===== src/rtl/core/adsr_envelope_generator_macros.svh =====
// assertion macros for the adsr envelope generator
`ifndef ADSR_ENVELOPE_GENERATOR_MACROS_SVH
`define ADSR_ENVELOPE_GENERATOR_MACROS_SVH

`ifndef SYNTHESIS

`define ADSR_ASSERT_IMP(lbl, clk_i, rst_n_i, ante, cons, msg) \
	lbl: assert property (@(posedge clk_i) disable iff (!rst_n_i) (ante) |-> (cons)) \
		else $error(msg);

`define ADSR_ASSERT_NXT(lbl, clk_i, rst_n_i, ante, cons, msg) \
	lbl: assert property (@(posedge clk_i) disable iff (!rst_n_i) (ante) |=> (cons)) \
		else $error(msg);

`else

`define ADSR_ASSERT_IMP(lbl, clk_i, rst_n_i, ante, cons, msg)

`define ADSR_ASSERT_NXT(lbl, clk_i, rst_n_i, ante, cons, msg)

`endif

`endif


===== src/rtl/core/adsr_pkg.sv =====
// shared types and constants for the adsr envelope generator
package adsr_pkg;

	localparam int LEVEL_BITS_DEF = 24;
	localparam int PHASE_BITS     = 3;
	localparam int CFG_INDEX_BITS = 2;

	localparam logic [31:0] ATTACK_STEP_RESET   = 32'd437;
	localparam logic [31:0] DECAY_STEP_RESET    = 32'd105;
	localparam logic [31:0] SUSTAIN_LEVEL_RESET = 32'd14260633;
	localparam logic [31:0] RELEASE_STEP_RESET  = 32'd117;

	localparam logic [CFG_INDEX_BITS-1:0] REG_ATTACK_STEP   = 2'd0;
	localparam logic [CFG_INDEX_BITS-1:0] REG_DECAY_STEP    = 2'd1;
	localparam logic [CFG_INDEX_BITS-1:0] REG_SUSTAIN_LEVEL = 2'd2;
	localparam logic [CFG_INDEX_BITS-1:0] REG_RELEASE_STEP  = 2'd3;

	typedef enum logic [PHASE_BITS-1:0] {
		ST_IDLE    = 3'd0,
		ST_ATTACK  = 3'd1,
		ST_DECAY   = 3'd2,
		ST_SUSTAIN = 3'd3,
		ST_RELEASE = 3'd4
	} stage_t;

endpackage


===== src/rtl/core/adsr_step.sv =====
// next stage and next level of the envelope for one gate sample
module adsr_step #(
	parameter int LEVEL_BITS = adsr_pkg::LEVEL_BITS_DEF
) (
	input  logic                  gate,
	input  adsr_pkg::stage_t      stage,
	input  logic [LEVEL_BITS-1:0] level_cur,
	input  logic [LEVEL_BITS-1:0] attack_step,
	input  logic [LEVEL_BITS-1:0] decay_step,
	input  logic [LEVEL_BITS-1:0] sustain_level,
	input  logic [LEVEL_BITS-1:0] release_step,
	output adsr_pkg::stage_t      stage_nxt,
	output logic [LEVEL_BITS-1:0] level_nxt
);

	localparam logic [LEVEL_BITS-1:0] FULL_SCALE = {LEVEL_BITS{1'b1}};

	adsr_pkg::stage_t    stage_g;
	logic [LEVEL_BITS:0] attack_sum;
	logic [LEVEL_BITS-1:0] decay_diff;
	logic [LEVEL_BITS-1:0] release_diff;

	assign attack_sum   = {1'b0, level_cur} + {1'b0, attack_step};
	assign decay_diff   = level_cur - decay_step;
	assign release_diff = level_cur - release_step;

	// gate first
	always_comb begin
		unique case (stage) inside
			adsr_pkg::ST_IDLE, adsr_pkg::ST_RELEASE: begin
				stage_g = gate ? adsr_pkg::ST_ATTACK : stage;
			end
			adsr_pkg::ST_ATTACK, adsr_pkg::ST_DECAY, adsr_pkg::ST_SUSTAIN: begin
				stage_g = gate ? stage : adsr_pkg::ST_RELEASE;
			end
			default: begin
				stage_g = gate ? adsr_pkg::ST_ATTACK : adsr_pkg::ST_IDLE;
			end
		endcase
	end

	// then one linear step
	always_comb begin
		stage_nxt = stage_g;
		level_nxt = '0;
		unique case (stage_g)
			adsr_pkg::ST_ATTACK: begin
				if (attack_sum >= {1'b0, FULL_SCALE}) begin
					level_nxt = FULL_SCALE;
					stage_nxt = adsr_pkg::ST_DECAY;
				end else begin
					level_nxt = attack_sum[LEVEL_BITS-1:0];
				end
			end
			adsr_pkg::ST_DECAY: begin
				if (level_cur <= decay_step || decay_diff <= sustain_level) begin
					level_nxt = sustain_level;
					stage_nxt = adsr_pkg::ST_SUSTAIN;
				end else begin
					level_nxt = decay_diff;
				end
			end
			adsr_pkg::ST_SUSTAIN: begin
				level_nxt = sustain_level;
			end
			adsr_pkg::ST_RELEASE: begin
				if (level_cur <= release_step) begin
					level_nxt = '0;
					stage_nxt = adsr_pkg::ST_IDLE;
				end else begin
					level_nxt = release_diff;
				end
			end
			default: begin
				level_nxt = '0;
				stage_nxt = adsr_pkg::ST_IDLE;
			end
		endcase
	end

endmodule


===== src/rtl/core/adsr_envelope_generator.sv =====
// Linear ADSR envelope generator. Each accepted word carries one gate sample and yields
// exactly one result word with the level and phase after that tick. One word is taken
// every clock cycle while the output is not blocked; out_valid rises once its word
// has passed the input register and then the result register, and the rate is set by
// the single add or subtract with clamp between the input register and the stage and
// level registers. A stalled result holds the input register, so new words wait only
// while the output is blocked. The configuration port writes the step and sustain
// registers and should only be used while no word is in flight.
`include "adsr_envelope_generator_macros.svh"

module adsr_envelope_generator #(
	parameter int LEVEL_BITS = adsr_pkg::LEVEL_BITS_DEF
) (
	input  logic                                clk,
	input  logic                                arst_n,
	input  logic                                in_valid,
	output logic                                in_ready,
	input  logic                                gate_on,
	output logic                                out_valid,
	input  logic                                out_ready,
	output logic [LEVEL_BITS-1:0]               level,
	output logic [adsr_pkg::PHASE_BITS-1:0]     phase,
	input  logic                                cfg_we,
	input  logic [adsr_pkg::CFG_INDEX_BITS-1:0] cfg_index,
	input  logic [LEVEL_BITS-1:0]               cfg_data
);

	localparam logic [LEVEL_BITS-1:0] FULL_SCALE = {LEVEL_BITS{1'b1}};
	localparam logic [LEVEL_BITS-1:0] ATTACK_RST =
		LEVEL_BITS'(adsr_pkg::ATTACK_STEP_RESET);
	localparam logic [LEVEL_BITS-1:0] DECAY_RST =
		LEVEL_BITS'(adsr_pkg::DECAY_STEP_RESET);
	localparam logic [LEVEL_BITS-1:0] SUSTAIN_RST =
		LEVEL_BITS'(adsr_pkg::SUSTAIN_LEVEL_RESET);
	localparam logic [LEVEL_BITS-1:0] RELEASE_RST =
		LEVEL_BITS'(adsr_pkg::RELEASE_STEP_RESET);

	logic [LEVEL_BITS-1:0] attack_q;
	logic [LEVEL_BITS-1:0] decay_q;
	logic [LEVEL_BITS-1:0] sustain_q;
	logic [LEVEL_BITS-1:0] release_q;

	logic                  in_valid_s1;
	logic                  gate_s1;
	logic                  adv_s1;

	logic                  out_valid_s2;
	logic [LEVEL_BITS-1:0] level_s2;
	adsr_pkg::stage_t      phase_s2;

	adsr_pkg::stage_t      stage_q;
	logic [LEVEL_BITS-1:0] level_q;
	adsr_pkg::stage_t      stage_nxt;
	logic [LEVEL_BITS-1:0] level_nxt;

	// configuration registers
	always_ff @(posedge clk or negedge arst_n) begin
		if (!arst_n) begin
			attack_q  <= ATTACK_RST;
			decay_q   <= DECAY_RST;
			sustain_q <= SUSTAIN_RST;
			release_q <= RELEASE_RST;
		end else if (cfg_we) begin
			unique case (cfg_index)
				adsr_pkg::REG_ATTACK_STEP:   attack_q  <= cfg_data;
				adsr_pkg::REG_DECAY_STEP:    decay_q   <= cfg_data;
				adsr_pkg::REG_SUSTAIN_LEVEL: sustain_q <= cfg_data;
				adsr_pkg::REG_RELEASE_STEP:  release_q <= cfg_data;
				default: begin
				end
			endcase
		end
	end

	assign adv_s1   = in_valid_s1 && (!out_valid_s2 || out_ready);
	assign in_ready = !in_valid_s1 || adv_s1;

	// input register
	always_ff @(posedge clk or negedge arst_n) begin
		if (!arst_n) begin
			in_valid_s1 <= 1'b0;
		end else if (in_ready) begin
			in_valid_s1 <= in_valid;
		end
	end

	always_ff @(posedge clk) begin
		if (in_valid && in_ready) begin
			gate_s1 <= gate_on;
		end
	end

	adsr_step #(
		.LEVEL_BITS (LEVEL_BITS)
	) u_step (
		.gate          (gate_s1),
		.stage         (stage_q),
		.level_cur     (level_q),
		.attack_step   (attack_q),
		.decay_step    (decay_q),
		.sustain_level (sustain_q),
		.release_step  (release_q),
		.stage_nxt     (stage_nxt),
		.level_nxt     (level_nxt)
	);

	// envelope state
	always_ff @(posedge clk or negedge arst_n) begin
		if (!arst_n) begin
			stage_q <= adsr_pkg::ST_IDLE;
			level_q <= '0;
		end else if (adv_s1) begin
			stage_q <= stage_nxt;
			level_q <= level_nxt;
		end
	end

	// result register
	always_ff @(posedge clk or negedge arst_n) begin
		if (!arst_n) begin
			out_valid_s2 <= 1'b0;
		end else if (adv_s1) begin
			out_valid_s2 <= 1'b1;
		end else if (out_ready) begin
			out_valid_s2 <= 1'b0;
		end
	end

	always_ff @(posedge clk) begin
		if (adv_s1) begin
			level_s2 <= level_nxt;
			phase_s2 <= stage_nxt;
		end
	end

	assign out_valid = out_valid_s2;
	assign level     = level_s2;
	assign phase     = phase_s2;

	`ADSR_ASSERT_IMP(a_ready_when_empty, clk, arst_n, !out_valid_s2, in_ready, "input stalled with result register empty")
	`ADSR_ASSERT_IMP(a_result_is_state, clk, arst_n, out_valid_s2, level_s2 == level_q, "waiting result differs from envelope level")
	`ADSR_ASSERT_IMP(a_idle_is_zero, clk, arst_n, out_valid_s2 && phase_s2 == adsr_pkg::ST_IDLE, level_s2 == '0, "idle result with non-zero level")
	`ADSR_ASSERT_IMP(a_sustain_level, clk, arst_n, out_valid_s2 && phase_s2 == adsr_pkg::ST_SUSTAIN, level_s2 == sustain_q, "sustain result off the sustain level")
	`ADSR_ASSERT_NXT(a_attack_peak, clk, arst_n, adv_s1 && stage_nxt == adsr_pkg::ST_DECAY && level_q != FULL_SCALE && stage_q != adsr_pkg::ST_DECAY, level_q == FULL_SCALE, "attack left without reaching full scale")

endmodule


===== config.mk =====
export PLATFORM = sky130hd
export DESIGN_NAME = adsr_envelope_generator
export DESIGN_NICKNAME = d
export VERILOG_FILES = /design/src/rtl/core/adsr_pkg.sv /design/src/rtl/core/adsr_step.sv /design/src/rtl/core/adsr_envelope_generator.sv
export VERILOG_INCLUDE_DIRS = /design/src /design/src/rtl/core
export SDC_FILE = /design/constraint.sdc
export NUM_CORES = 1
export LEC_CHECK = 0
export ABC_CLOCK_PERIOD_IN_PS = 14400
export BUFFER_PORTS_ARGS = -buffer_cell sky130_fd_sc_hd__buf_4
export CAP_MARGIN = 5
export CORE_MARGIN = 1.5
export CORE_UTILIZATION = 56
export DETAILED_ROUTE_END_ITERATION = 10
export PLACE_DENSITY = 0.74
export REMOVE_ABC_BUFFERS = 1
export SYNTH_ARGS = -nofsm -noshare
export SYNTH_HDL_FRONTEND = slang
export SYNTH_SLANG_ARGS = --single-unit

===== constraint.sdc =====
create_clock -name clk -period 14.4 [get_ports clk]
set_clock_uncertainty 0.1 [all_clocks]
set_input_delay 1.44 -clock clk [delete_from_list [all_inputs] [get_ports clk]]
set_output_delay 1.44 -clock clk [all_outputs]
set_load 0.05 [all_outputs]

# Word-level counts from Yosys, hierarchy flattened
# Index checks and enable logic that the tools add are counted.
# totals
register_bits	153
input_bits	32
out_inout_bits	29
# op_classes
n_addsub	3
magnitude_cmp	4
eq_ne	11
muxes	14
reduce_logical	16
# op_table
op	count
24-bit one-hot mux with 4 select lines	1
24-bit less-or-equal comparator	3
24-bit two-way mux	3
24-bit subtractor	2
24-bit by 24-bit adder with 25-bit output	1
25-bit by 24-bit >= comparator with 1-bit output, second input constant	1
3-bit two-way mux	5
3-bit by 2-bit == test with 1-bit output, second input constant	4
3-bit one-hot mux with 4 select lines	1
2-bit AND reduction	4
3-bit by 1-bit == test with 1-bit output, second input constant	2
3-bit == test, second input constant	2
3-bit one-hot mux with 2 select lines	1
2-bit == test, second input constant	2
3-bit logical NOT	1
1-bit logical OR	3
1-bit two-way mux	3
3-bit OR reduction	1
2-bit by 1-bit == test with 1-bit output, second input constant	1
1-bit logical AND	2
1-bit logical NOT	2
2-bit logical NOT	1
2-bit nonzero test	1
2-bit OR reduction	1

# Longest topological paths before layout
# Gate-level depths: netlist of run 1.
# depth
word_depth	5
mapped_depth	23
mapped_depth_nobuf	20

# Cells and area by module
# From an unflattened synthesis of run 1, not the netlist that was laid out.
# unflattened
cells_unflattened	1059
hier_area_um2	10831.6
# modules_own_cells
module	instances	cells_per_inst	area_per_inst_um2	seq_area_each_um2
adsr_envelope_generator	1	297	5555.3	4003.8
adsr_step	1	762	5276.3	0.0

# Least setup slack after synthesis of run 1
# Ideal clock, no wire load.
# synth_timing
kind	flip-flop to flip-flop
startpoint	register decay_q[0]
endpoint	register level_s2[16] (netlist: level[16]), data pin
setup_time_ps	265
arrival_time_ps	4645
t_required_ps	14035
path_slack_ps	9389
path_stages_with_launch	20
path_buffers	1
period_less_slack_ps	5011
path_cell_list	dfstp_2 > ha_1 > fa_1 > nor2b_1 > o31a_1 > o31a_1 > o21a_2 > or4_1 > and4_1 > ha_1 > nand4_1 > nor4_1 > nand2_1 > or4_1 > o211ai_1 > nor2_2 > buf_6 > mux2_4 > a222oi_1 > nand2_1
# synth_between
elab_chain_len	5
# synth_rtl
item	line	source
start: declaration	adsr_envelope_generator.sv:39	logic [LEVEL_BITS-1:0] decay_q;
start signal: assignment	adsr_envelope_generator.sv:66	adsr_pkg::REG_DECAY_STEP: decay_q <= cfg_data;
24-bit subtractor	adsr_step.sv:24	assign decay_diff = level_cur - decay_step;
24-bit less-or-equal comparator	adsr_step.sv:56	if (level_cur <= decay_step || decay_diff <= sustain_level) begin
1-bit logical OR	adsr_step.sv:56	
24-bit two-way mux *	adsr_step.sv:56	
24-bit one-hot mux with 4 select lines *	adsr_step.sv:46	unique case (stage_g)
via level_nxt[16]	adsr_envelope_generator.sv:54	logic [LEVEL_BITS-1:0] level_nxt;
end signal: assignment	adsr_envelope_generator.sv:131	level_s2 <= level_nxt;
end: declaration	adsr_envelope_generator.sv:48	logic [LEVEL_BITS-1:0] level_s2;
# Mark *: on every way through the listed nets, which the timed path passes. The rest lies on a longest branch.
# A chain may end at the register's enable or synchronous reset.

# Worst setup path after layout of run 1
# layout_timing
startpoint	register decay_q[3]
endpoint	register level_s2[16] (netlist: level[16]), data pin
# Same word-level chain as after synthesis.

==> summary.txt, run 1 <==
Setup path
  • Crit Reg-Reg Startpoint: decay_q[3]$_DFFE_PN1P_
  • Crit-path max cell delay: about 570 ps
  • Reg2reg setup slack: ~8000 ps
  • Crit path max-delay cell type: nor2_2
  • Data arrival, critical path: approximately 6400 ps
  • Crit path buffers/inverters: 3
  • Worst path depth: 21
  • Worst Path Required: 14440 ps
  • Crit end category: flip-flop
  • CP cell instances: inv_1 > ha_1 > a21o_1 > a21oi_1 > nand3_1 > a41oi_1 > and2_1 > a21oi_1 > xnor2_1 > inv_1 > ha_1 > nand4_1 > nor4_1 > a221oi_1 > o211ai_1 > o211ai_1 > nor2_2 > buf_4 > mux2_4 > a222oi_1 > nand2_1
  • Crit Path Max Fanout: 16
  • Worst Setup Start Kind: flip-flop
  • Crit path max-delay family: compound AO/OA/AOI/OAI gates
  • Worst setup path endpoint: level[16]$_DFFE_PP_
  • CP Launch Point: decay_q[3]$_DFFE_PN1P_
  • CP Class: reg2reg
  • Worst flop-to-flop path endpoint: level[16]$_DFFE_PP_
  • R2r worst-path depth: 21

Clock network
  • Worst skew pair latency: around 440 ps
  • Htree depth: 4
  • Number of gates resized after CTS: 0
  • Sink Count: between 150 and 200
  • CTS tree: yes
  • Reg clk slew, reported paths: approximately 70 ps
  • CTS max path bufs: 2
  • CTS Buf Count: 17
  • Setup Buffers After CTS: 0
  • Hold-fix buffers, CTS: 0
  • CTS root buffer: clkbuf_16

Worst hold path
  • Worst hold path class: reg2reg
  • Hold Startpoint: in_valid_s1$_DFFE_PN0N_

Finish
  • Area Growth Syn to Fin: 11.0%
  • Finished Layout Cells: roughly 1500
  • Layout cells sized above 1: about a fifth
  • Nets: about 1400
  • Fill count: 1632
  • Diodes inserted: 0

Die
  • # rows: 51
  • Starting Density: 57.5%
  • Die W: 145 µm
  • Die area: ~0.021 mm²
  • Die H: 145 µm
  • Core Box Area: 0.0196 mm²
  • Io pins: between 60 and 70

STA
  • Final min period: approximately 6400 ps
  • RSZ-0062 raised after global routing: no
  • Slew Limit Fails: 0
  • Hold Violations, Final: 0
  • Slew margin rel.: about a quarter
  • Final WS setup: 8040 ps
  • Final setup violating endpoints: 0
  • Slew @ Worst Pin: about 1100 ps
  • TNS Setup: 0 ps
  • Tcrit/Tclk final: between 40% and 50%
  • Max Fclk: around 0.16 GHz

Logic synthesis
  • Synthesized area per cell: approximately 9.5 µm²
  • Top FF cell, synth: dfrtp_1
  • Synth cell types: 80
  • Cell count after synthesis: approximately 1200
  • FF+latch count, synth: 153
  • Mapped Area: roughly 0.011 mm²
  • YS warnings: 0
  • Post-synth ARST share: approximately four fifths
  • EDFF count, synth: 28
  • Sequential element share of the synthesized area: 35.5%

Drt
  • DR iter-0 viols: approximately 960
  • Via count: between 9000 and 10000
  • Post-route DRC violation count: 0
  • Avg Vias per Cell: between 6 and 7
  • WL/cell: 22.7 µm
  • Final ANT Viol Nets: 0
  • 1st-pass router iterations: 6
  • Routed wire length: about 34 mm

Outcome
  • Outcome: complete, no violations

Placed design
  • Port Buffers: 60
  • Cells after DPL: between 1000 and 1500
  • Pre-CTS setup slack: around 8200 ps
  • Post-DP HPWL: between 20 and 30 mm
  • GPL Wtd Cong: approximately 1

Global route
  • Largest net degree at the start of global routing: 66
  • Initial antenna violation count: 0
  • GR Overflow Total: 0
  • Number of global-route vias before repair: ~9300
  • First-pass GRT wire length: 52.7 mm
  • Total GRT Usage: 33.9%

Run
  • Max-cap violations: 0
==> worst min-delay path by stage <==
stage                     depth (start not counted)                        end
after detailed placement                          1      out_valid$_DFFE_PN0P_
after CTS                                         1      out_valid$_DFFE_PN0P_
after global routing                              1  release_q[23]$_DFFE_PN0P_
final                                             1      out_valid$_DFFE_PN0P_
after floorplan                                   1      out_valid$_DFFE_PN0P_
after global placement                            1      out_valid$_DFFE_PN0P_
==> synth_stat cells (all sizes together), types with 16 or more instances <==
cell / number / area share (%)
a21o: 26 / 1.7
a21oi: 74 / 3.3
a31oi: 28 / 1.6
buf: 18 / 1.1
clkbuf: 29 / 0.97
dfrtp: 97 / 22
dfstp: 28 / 6.5
edfxtp: 28 / 7.5
ha: 96 / 11
inv: 84 / 2.8
mux2: 109 / 11
nand2: 103 / 3.4
nand3: 29 / 1.3
nand4: 20 / 1.1
nor2: 76 / 2.6
nor3: 19 / 0.84
o21a: 16 / 1.1
o21ai: 50 / 2.2
xnor2: 25 / 1.9
xor2: 24 / 1.9
==> logic make-up after synthesis <==
| family | Yosys count | synth area share [%] |
|---|---|---|
| DFF | 153 | 35.5 |
| adders and majority gates | 99 | 11.2 |
| and+or+nand+nor | 320 | 13.6 |
| muxes | 120 | 11.9 |
| xor gates and xnor gates | 49 | 3.81 |
| buffers and inverters | 131 | 4.84 |
| AOI/OAI and AO/OA | 309 | 19.1 |
==> worst register-to-register path: cells and delay by family (launching register included) <==
family | cells | cell delay, ps
compound gates | 8 | 1980
simple gates | 6 | 1690
fa+ha+maj | 2 | 660
buf+inv | 3 | 560
flops | 1 | 530
mux | 1 | 340
xor+xnor | 1 | 220
==> routing by layer <==
layer / routed length, µm / vias to the layer above / track usage [%]
li1: - / 4425 / -
met1: 15200 / 4719 / 47.0
met2: 15200 / 415 / 51.9
met3: 2460 / 85 / 6.88
met4: 1220 / 0 / 13.2
met5: 0 / - / 0
==> cells in the final DEF, fill, tap and decap left out, types with 14 or more instances in the layout <==
cell type / count
xnor2_1: 25
nand2_1: 103
xor2_1: 24
mux2_2: 107
a21oi_1: 74
a21o_1: 26
dfrtp_1: 97
nand4_1: 20
nand3_1: 29
buf_4: 68
nor3_1: 19
inv_1: 83
edfxtp_1: 28
clkbuf_16: 18
ha_1: 96
o21a_1: 15
and2_1: 14
o21ai_0: 48
dfstp_2: 28
a31oi_1: 28
nor2_1: 74
==> sequential cells by signal, summed over array words and instances, names as in the netlist, 3 cells and up <==
| name | cells |
|---|---|
| phase | 3 |
| stage_q | 3 |
| level_q | 24 |
| decay_q | 24 |
| release_q | 24 |
| attack_q | 24 |
| level | 24 |
| sustain_q | 24 |
==> final cells by class <==
cell class                      instances  area, µm²  area share [%]
Multi-Input combinational cell        897       6730            53.8
Sequential cell                       153       4000            32.0
Timing Repair Buffer                   68        510            4.08
Clock buffer                           19        454            3.63
Tap cell                              265        332            2.65
Inverter                               84        315            2.52
Clock inverter                         13        165            1.32
==> metrics by stage <==
step           hold WS, ps  cell area [µm²]  util [%]
2_1_floorplan          357            11000         -
3_3_place_gp           378            11900      60.7
3_5_place_dp           380            11900      60.7
4_1_cts                403            12500      63.8
5_1_grt                423            12500      63.8
6_report               403            12500      63.8
Power of run 1 is not shown: default switching activity piles up to over one toggle a cycle in this logic, so the estimate is an artifact.
==> inputs of run 2 (changes only) <==
--- a/config.mk
+++ b/config.mk
@@ -6,13 +6,14 @@
 export SDC_FILE = /design/constraint.sdc
 export NUM_CORES = 1
 export LEC_CHECK = 0
-export ABC_CLOCK_PERIOD_IN_PS = 14400
+export ABC_AREA = 1
+export ABC_CLOCK_PERIOD_IN_PS = 5350
 export BUFFER_PORTS_ARGS = -buffer_cell sky130_fd_sc_hd__buf_4
 export CAP_MARGIN = 5
 export CORE_MARGIN = 1.5
 export CORE_UTILIZATION = 56
 export DETAILED_ROUTE_END_ITERATION = 10
-export PLACE_DENSITY = 0.74
+export PLACE_DENSITY = 0.77
 export REMOVE_ABC_BUFFERS = 1
 export SYNTH_ARGS = -nofsm -noshare
 export SYNTH_HDL_FRONTEND = slang
==> constraint.sdc (replaced) <==
create_clock -name clk -period 5.35 [get_ports clk]
set_clock_uncertainty 0.1 [all_clocks]
set_input_delay 0.535 -clock clk [delete_from_list [all_inputs] [get_ports clk]]
set_output_delay 0.535 -clock clk [all_outputs]
set_load 0.05 [all_outputs]
==> summary.txt, run 2 <==
Worst hold path
  • Worst hold path class: in2async

Clock network
  • Reg clk slew, reported paths: around 80 ps
  • Number of gates resized after CTS: 0
  • Hold-fix buffers, CTS: 0
  • CTS tree: yes
  • Sink Count: ~150
  • CTS Buf Count: 17
  • Htree depth: 4
  • CTS root buffer: clkbuf_16
  • CTS max path bufs: 2
  • Setup Buffers After CTS: 0
  • Worst skew pair latency: approximately 450 ps

Finish
  • Area Growth Syn to Fin: 11.1%
  • Most common cell after layout, fill and taps aside: nand2_1
  • Layout cells sized above 1: about a tenth
  • Finished Layout Cells: ~2000
  • Commonest cells after routing, fill and taps aside: nand2_1 (543), inv_1 (268), o21ai_0 (145)
  • Layout Utilization: 64.1%
  • Nets: approximately 1900
  • Diodes inserted: 0

Run
  • Max-cap violations: 0

Logic synthesis
  • Synthesized area per cell: 6.99 µm²
  • FF+latch count, synth: 153
  • Top FF cell, synth: dfrtp_1
  • YS warnings: 0
  • Mapped Area: 0.0118 mm²
  • Largest area contributor in the netlist: dfrtp_1
  • Synth cell types: 47
  • Post-synth ARST share: between 80 and 90%
  • Cell count after synthesis: approximately 1700
  • Synth area leaders: dfrtp_1 (21%), nand2_1 (17%), ha_1 (10%)
  • EDFF count, synth: 28
  • Synth top area share: 20.5%
  • Most common cell in the netlist: nand2_1
  • Synth cell count leaders: nand2_1 (543), inv_1 (269), o21ai_0 (145), a21oi_1 (100), dfrtp_1 (97)
  • Sequential element share of the synthesized area: about a third

Setup path
  • Crit end category: flip-flop
  • Worst Setup Start Kind: flip-flop
  • Crit path max-delay cell type: dfrtp_1
  • Crit-path max cell delay: 470 ps
  • Crit path max-delay family: simple AND/OR/NAND/NOR gates
  • CP Class: reg2reg
  • CP dominant cell by count: nand2_1
  • Worst Path Required: approximately 5600 ps
  • Crit Path Max Fanout: 10
  • Crit path buffers/inverters: 4
  • Data arrival, critical path: roughly 5200 ps

Drt
  • Post-route DRC violation count: 0
  • Routed wire length: approximately 39 mm
  • WL/cell: about 19 µm
  • Avg Vias per Cell: ~5.7
  • Via count: about 12000
  • 1st-pass router iterations: 8
  • DR iter-0 viols: approximately 1100
  • Final ANT Viol Nets: 0

STA
  • Final WS setup: 375 ps
  • Slew margin rel.: between 20% and 30%
  • Max Fclk: ~0.2 GHz
  • Slew Limit Fails: 0
  • Hold Violations, Final: 0
  • Slew @ Worst Pin: roughly 1100 ps
  • Tcrit/Tclk final: around 93%
  • Final setup violating endpoints: 0
  • RSZ-0062 raised after global routing: no
  • TNS Setup: 0 ps
  • Final min period: roughly 5000 ps

Pwr
  • PwrDens: 624 mW/mm²
  • Peak supply drop: 332 µV
  • Pleak: between 7 and 8 nW

Placed design
  • GPL Wtd Cong: about 1.0
  • Cells after DPL: 1999
  • Post-DP HPWL: ~30 mm
  • Pre-CTS setup slack: 459 ps
  • Port Buffers: 60

Die
  • # rows: 52
  • Io pins: 61
  • Core Box Area: around 0.020 mm²
  • Die W: between 100 and 150 µm
  • Die H: 148 µm
  • Starting Density: about 58%
  • Die area: 0.0220 mm²

Global route
  • Number of global-route vias before repair: around 11000
  • Largest net degree at the start of global routing: 75
  • Initial antenna violation count: 0
  • GR Overflow Total: 0
  • Total GRT Usage: 35.9%
  • First-pass GRT wire length: 59.2 mm

Outcome
  • Outcome: complete, no violations
==> run 2: changes by cell type after synthesis, sizes merged, moves of 27 or more <==
cell,change
a21oi,+27
a31oi,-27
inv,+186
mux2,-109
nand2,+454
nand3,+59
o21ai,+102
==> run 2: layer usage <==
metal  share of wire (%)  vias up  GRT usage [%]
li1                    -     5521              -
met4                 3.0        0           12.7
met1                  44     5348           50.9
met5                   0        -              0
met3                 9.9       86           8.22
met2                  43      557           53.9
==> run 2: cell families after synthesis <==
group,count (synthesis),synth area share [%]
simple gates,796,28.7
buf+inv,308,10.1
compound gates,289,13.2
flops,153,33.8
fa+ha+maj,99,10.7
xor+xnor,48,3.55
==> run 2: final cells by class <==
class | count | area, µm²
tap | 270 | 338
clock buffer | 18 | 429
inverter | 272 | 1020
timing repair buffer | 72 | 541
fill | 1901 | 7350
sequential | 153 | 4000
multi-input combinational | 1232 | 6650
clock inverter | 14 | 161
==> run 2: worst paths after layout <==
kind / start / to / slack (ps) / cells after the start
max: level_q[1]$_DFFE_PN0P_ / level_q[1]$_DFFE_PN0P_ / 380 / 25
min: arst_n / release_q[7]$_DFFE_PN0P_ / 80 / 2
max reg2reg: level_q[1]$_DFFE_PN0P_ / level_q[1]$_DFFE_PN0P_ / 380 / 25
min reg2reg: release_q[17]$_DFFE_PN0P_ / release_q[17]$_DFFE_PN0P_ / 390 / 2
max in group asynchronous: arst_n / level_q[22]$_DFFE_PN0P_ / 4290 / 2
min in group clk: gate_on / gate_s1$_DFFE_PP_ / 170 / 1
==> run 2: where the power goes <==
part | internal [mW] | total, mW | leakage, nW | switching (mW)
clock | 0.664 | 1.25 | 0.287 | 0.583
sequential | 1.55 | 1.81 | 1.79 | 0.257
combinational | 1.69 | 5.15 | 5.04 | 3.45
total | 3.91 | 8.20 | 7.12 | 4.29
==> run 2: metrics by stage <==
step | cell area (µm²) | hold WS, ps | total power, mW
5_1_grt | 13100 | 155 | 8.75
2_1_floorplan | 11700 | 139 | 5.30
3_5_place_dp | 12500 | 375 | 6.79
3_3_place_gp | 12500 | 366 | 6.76
6_report | 13100 | 78.0 | 8.20
4_1_cts | 13100 | 116 | 8.07
(Power assumes the default switching activity.)
==> inputs of run 3 (changes only) <==
--- a/config.mk
+++ b/config.mk
@@ -10,7 +10,7 @@
 export ABC_CLOCK_PERIOD_IN_PS = 5350
 export BUFFER_PORTS_ARGS = -buffer_cell sky130_fd_sc_hd__buf_4
 export CAP_MARGIN = 5
-export CORE_MARGIN = 1.5
+export CORE_MARGIN = 2
 export CORE_UTILIZATION = 56
 export DETAILED_ROUTE_END_ITERATION = 10
 export PLACE_DENSITY = 0.77
==> summary.txt, run 3 (synthesis gave the netlist of run 2 again) <==
Outcome
  • Outcome: complete, no violations

Finish
  • Layout cells sized above 1: between 10% and 20%
  • Diodes inserted: 0
  • Area Growth Syn to Fin: 10.8%
  • Finished Layout Cells: around 2000
  • Nets: 1875
  • Most common cell after layout, fill and taps aside: nand2_1
  • Commonest cells after routing, fill and taps aside: nand2_1 (543), inv_1 (268), o21ai_0 (145)
  • Multi-input combinational cell area: approximately 0.0066 mm²
  • Reg area: between 0.004 and 0.005 mm²
  • Fill count: slightly below 2000

Clock network
  • Worst skew pair latency: 450 ps
  • CTS Buf Count: 17
  • Htree depth: 4
  • Sink Count: 153
  • CTS tree: yes
  • Setup Buffers After CTS: 0
  • Number of gates resized after CTS: 0
  • CTS root buffer: clkbuf_16
  • Reg clk slew, reported paths: about 70 ps
  • CTS max path bufs: 2
  • Hold-fix buffers, CTS: 0

Drt
  • Via count: between 10000 and 15000
  • Post-route DRC violation count: 0
  • Routed wire length: 38.9 mm
  • Final ANT Viol Nets: 0
  • DR iter-0 viols: between 1000 and 1500
  • 1st-pass router iterations: 6
  • Avg Vias per Cell: between 5 and 6
  • WL/cell: 19.1 µm

Die
  • Starting Density: 56.6%
  • Io pins: 61
  • Die H: around 150 µm
  • Die W: 149 µm
  • # rows: 53
  • Die area: between 0.02 and 0.025 mm²
  • Core Box Area: 0.0209 mm²

Setup path
  • Worst flop-to-flop path endpoint: level_q[1]$_DFFE_PN0P_
  • Crit end category: flip-flop
  • Worst Path Required: 5600 ps
  • Worst path depth: 26
  • CP Class: reg2reg
  • Crit-path max cell delay: about 440 ps
  • Crit path max-delay family: simple AND/OR/NAND/NOR gates
  • Reg2reg setup slack: about 540 ps
  • Crit Reg-Reg Startpoint: level_q[0]$_DFFE_PN0P_
  • Crit path buffers/inverters: 4
  • Worst setup path endpoint: level_q[1]$_DFFE_PN0P_
  • CP dominant cell by count: nand2_1
  • Crit path max-delay cell type: fa_1
  • Data arrival, critical path: between 5000 and 6000 ps
  • Worst Setup Start Kind: flip-flop
  • Crit Path Max Fanout: 9
  • CP Launch Point: level_q[0]$_DFFE_PN0P_
  • R2r worst-path depth: 26

Placed design
  • Pre-CTS setup slack: 673 ps
  • Cells after DPL: 2000
  • Post-DP HPWL: between 30 and 40 mm
  • GPL Wtd Cong: roughly 1
  • Port Buffers: 60

Pwr
  • Peak supply drop: 400 µV
  • Pleak: around 7.1 nW
  • PwrDens: just over 600 mW/mm²

STA
  • Slew margin rel.: approximately 28%
  • Hold Violations, Final: 0
  • TNS Setup: 0 ps
  • Max Fclk: 0.208 GHz
  • RSZ-0062 raised after global routing: no
  • Slew @ Worst Pin: 1090 ps
  • Final min period: a little under 5000 ps
  • Slew Limit Fails: 0
  • Tcrit/Tclk final: 89.9%
  • Final WS setup: 543 ps
  • Final setup violating endpoints: 0

Global route
  • Initial antenna violation count: 0
  • First-pass GRT wire length: between 60 and 70 mm
  • Busiest grt layer: met2
  • Met2 Usage GRT: 56.4%
  • Number of global-route vias before repair: roughly 11000
  • Total GRT Usage: between 30 and 40%
  • Largest net degree at the start of global routing: 70
  • Met1 Usage GRT: 53.5%
  • Met3 GRT Util: under 10%
  • GR Overflow Total: 0

Run
  • Max-cap violations: 0

Worst hold path
  • Worst hold path class: in2async
==> run 3: changes by cell type in the layout (fill, tap and decap cells not counted), sizes merged <==
cell / previous run / this run
bufinv: 1 / 0
clkinvlp: 2 / 0
buf: 72 / 68
clkinv: 6 / 5
clkbuf: 18 / 19
inv: 277 / 280
==> run 3: routing by layer <==
layer	vias up	part of all wire (%)
met2	488	45
met3	55	7.5
met4	0	1.8
li1	5522	-
met5	-	0
met1	5350	46
==> run 3: how the worst min path moves through the flow <==
stage | from | to
floorplan | arst_n | attack_q[10]$_DFFE_PN0P_
CTS | arst_n | release_q[8]$_DFFE_PN0P_
global route | arst_n | release_q[8]$_DFFE_PN0P_
global placement | sustain_q[13]$_DFFE_PN0P_ | sustain_q[13]$_DFFE_PN0P_
detailed placement | decay_q[13]$_DFFE_PN0P_ | decay_q[13]$_DFFE_PN0P_
finish | arst_n | release_q[8]$_DFFE_PN0P_
==> run 3: layout make-up <==
class	count	share of cell area [%]
Sequential cell	153	30.5
Clock buffer	19	3.54
Tap cell	275	2.63
Inverter	272	7.79
Clock inverter	13	0.897
Multi-Input combinational cell	1232	50.7
Timing Repair Buffer	68	3.89
==> run 3: stage by stage <==
stage	power, mW	hold WS (ps)	cell area (µm²)	util (%)
floorplan	5.30	139	11700	-
global placement	6.74	368	12500	60.0
detailed placement	6.77	373	12500	60.0
CTS	8.04	63.8	13100	62.7
global route	8.75	92.9	13100	62.7
finish	8.14	36.3	13100	62.7
==> run 3: power breakdown <==
part           switching [mW]  total (mW)  internal [mW]
clock                   0.583        1.24          0.655
combinational            3.41        5.08           1.67
sequential              0.271        1.82           1.55
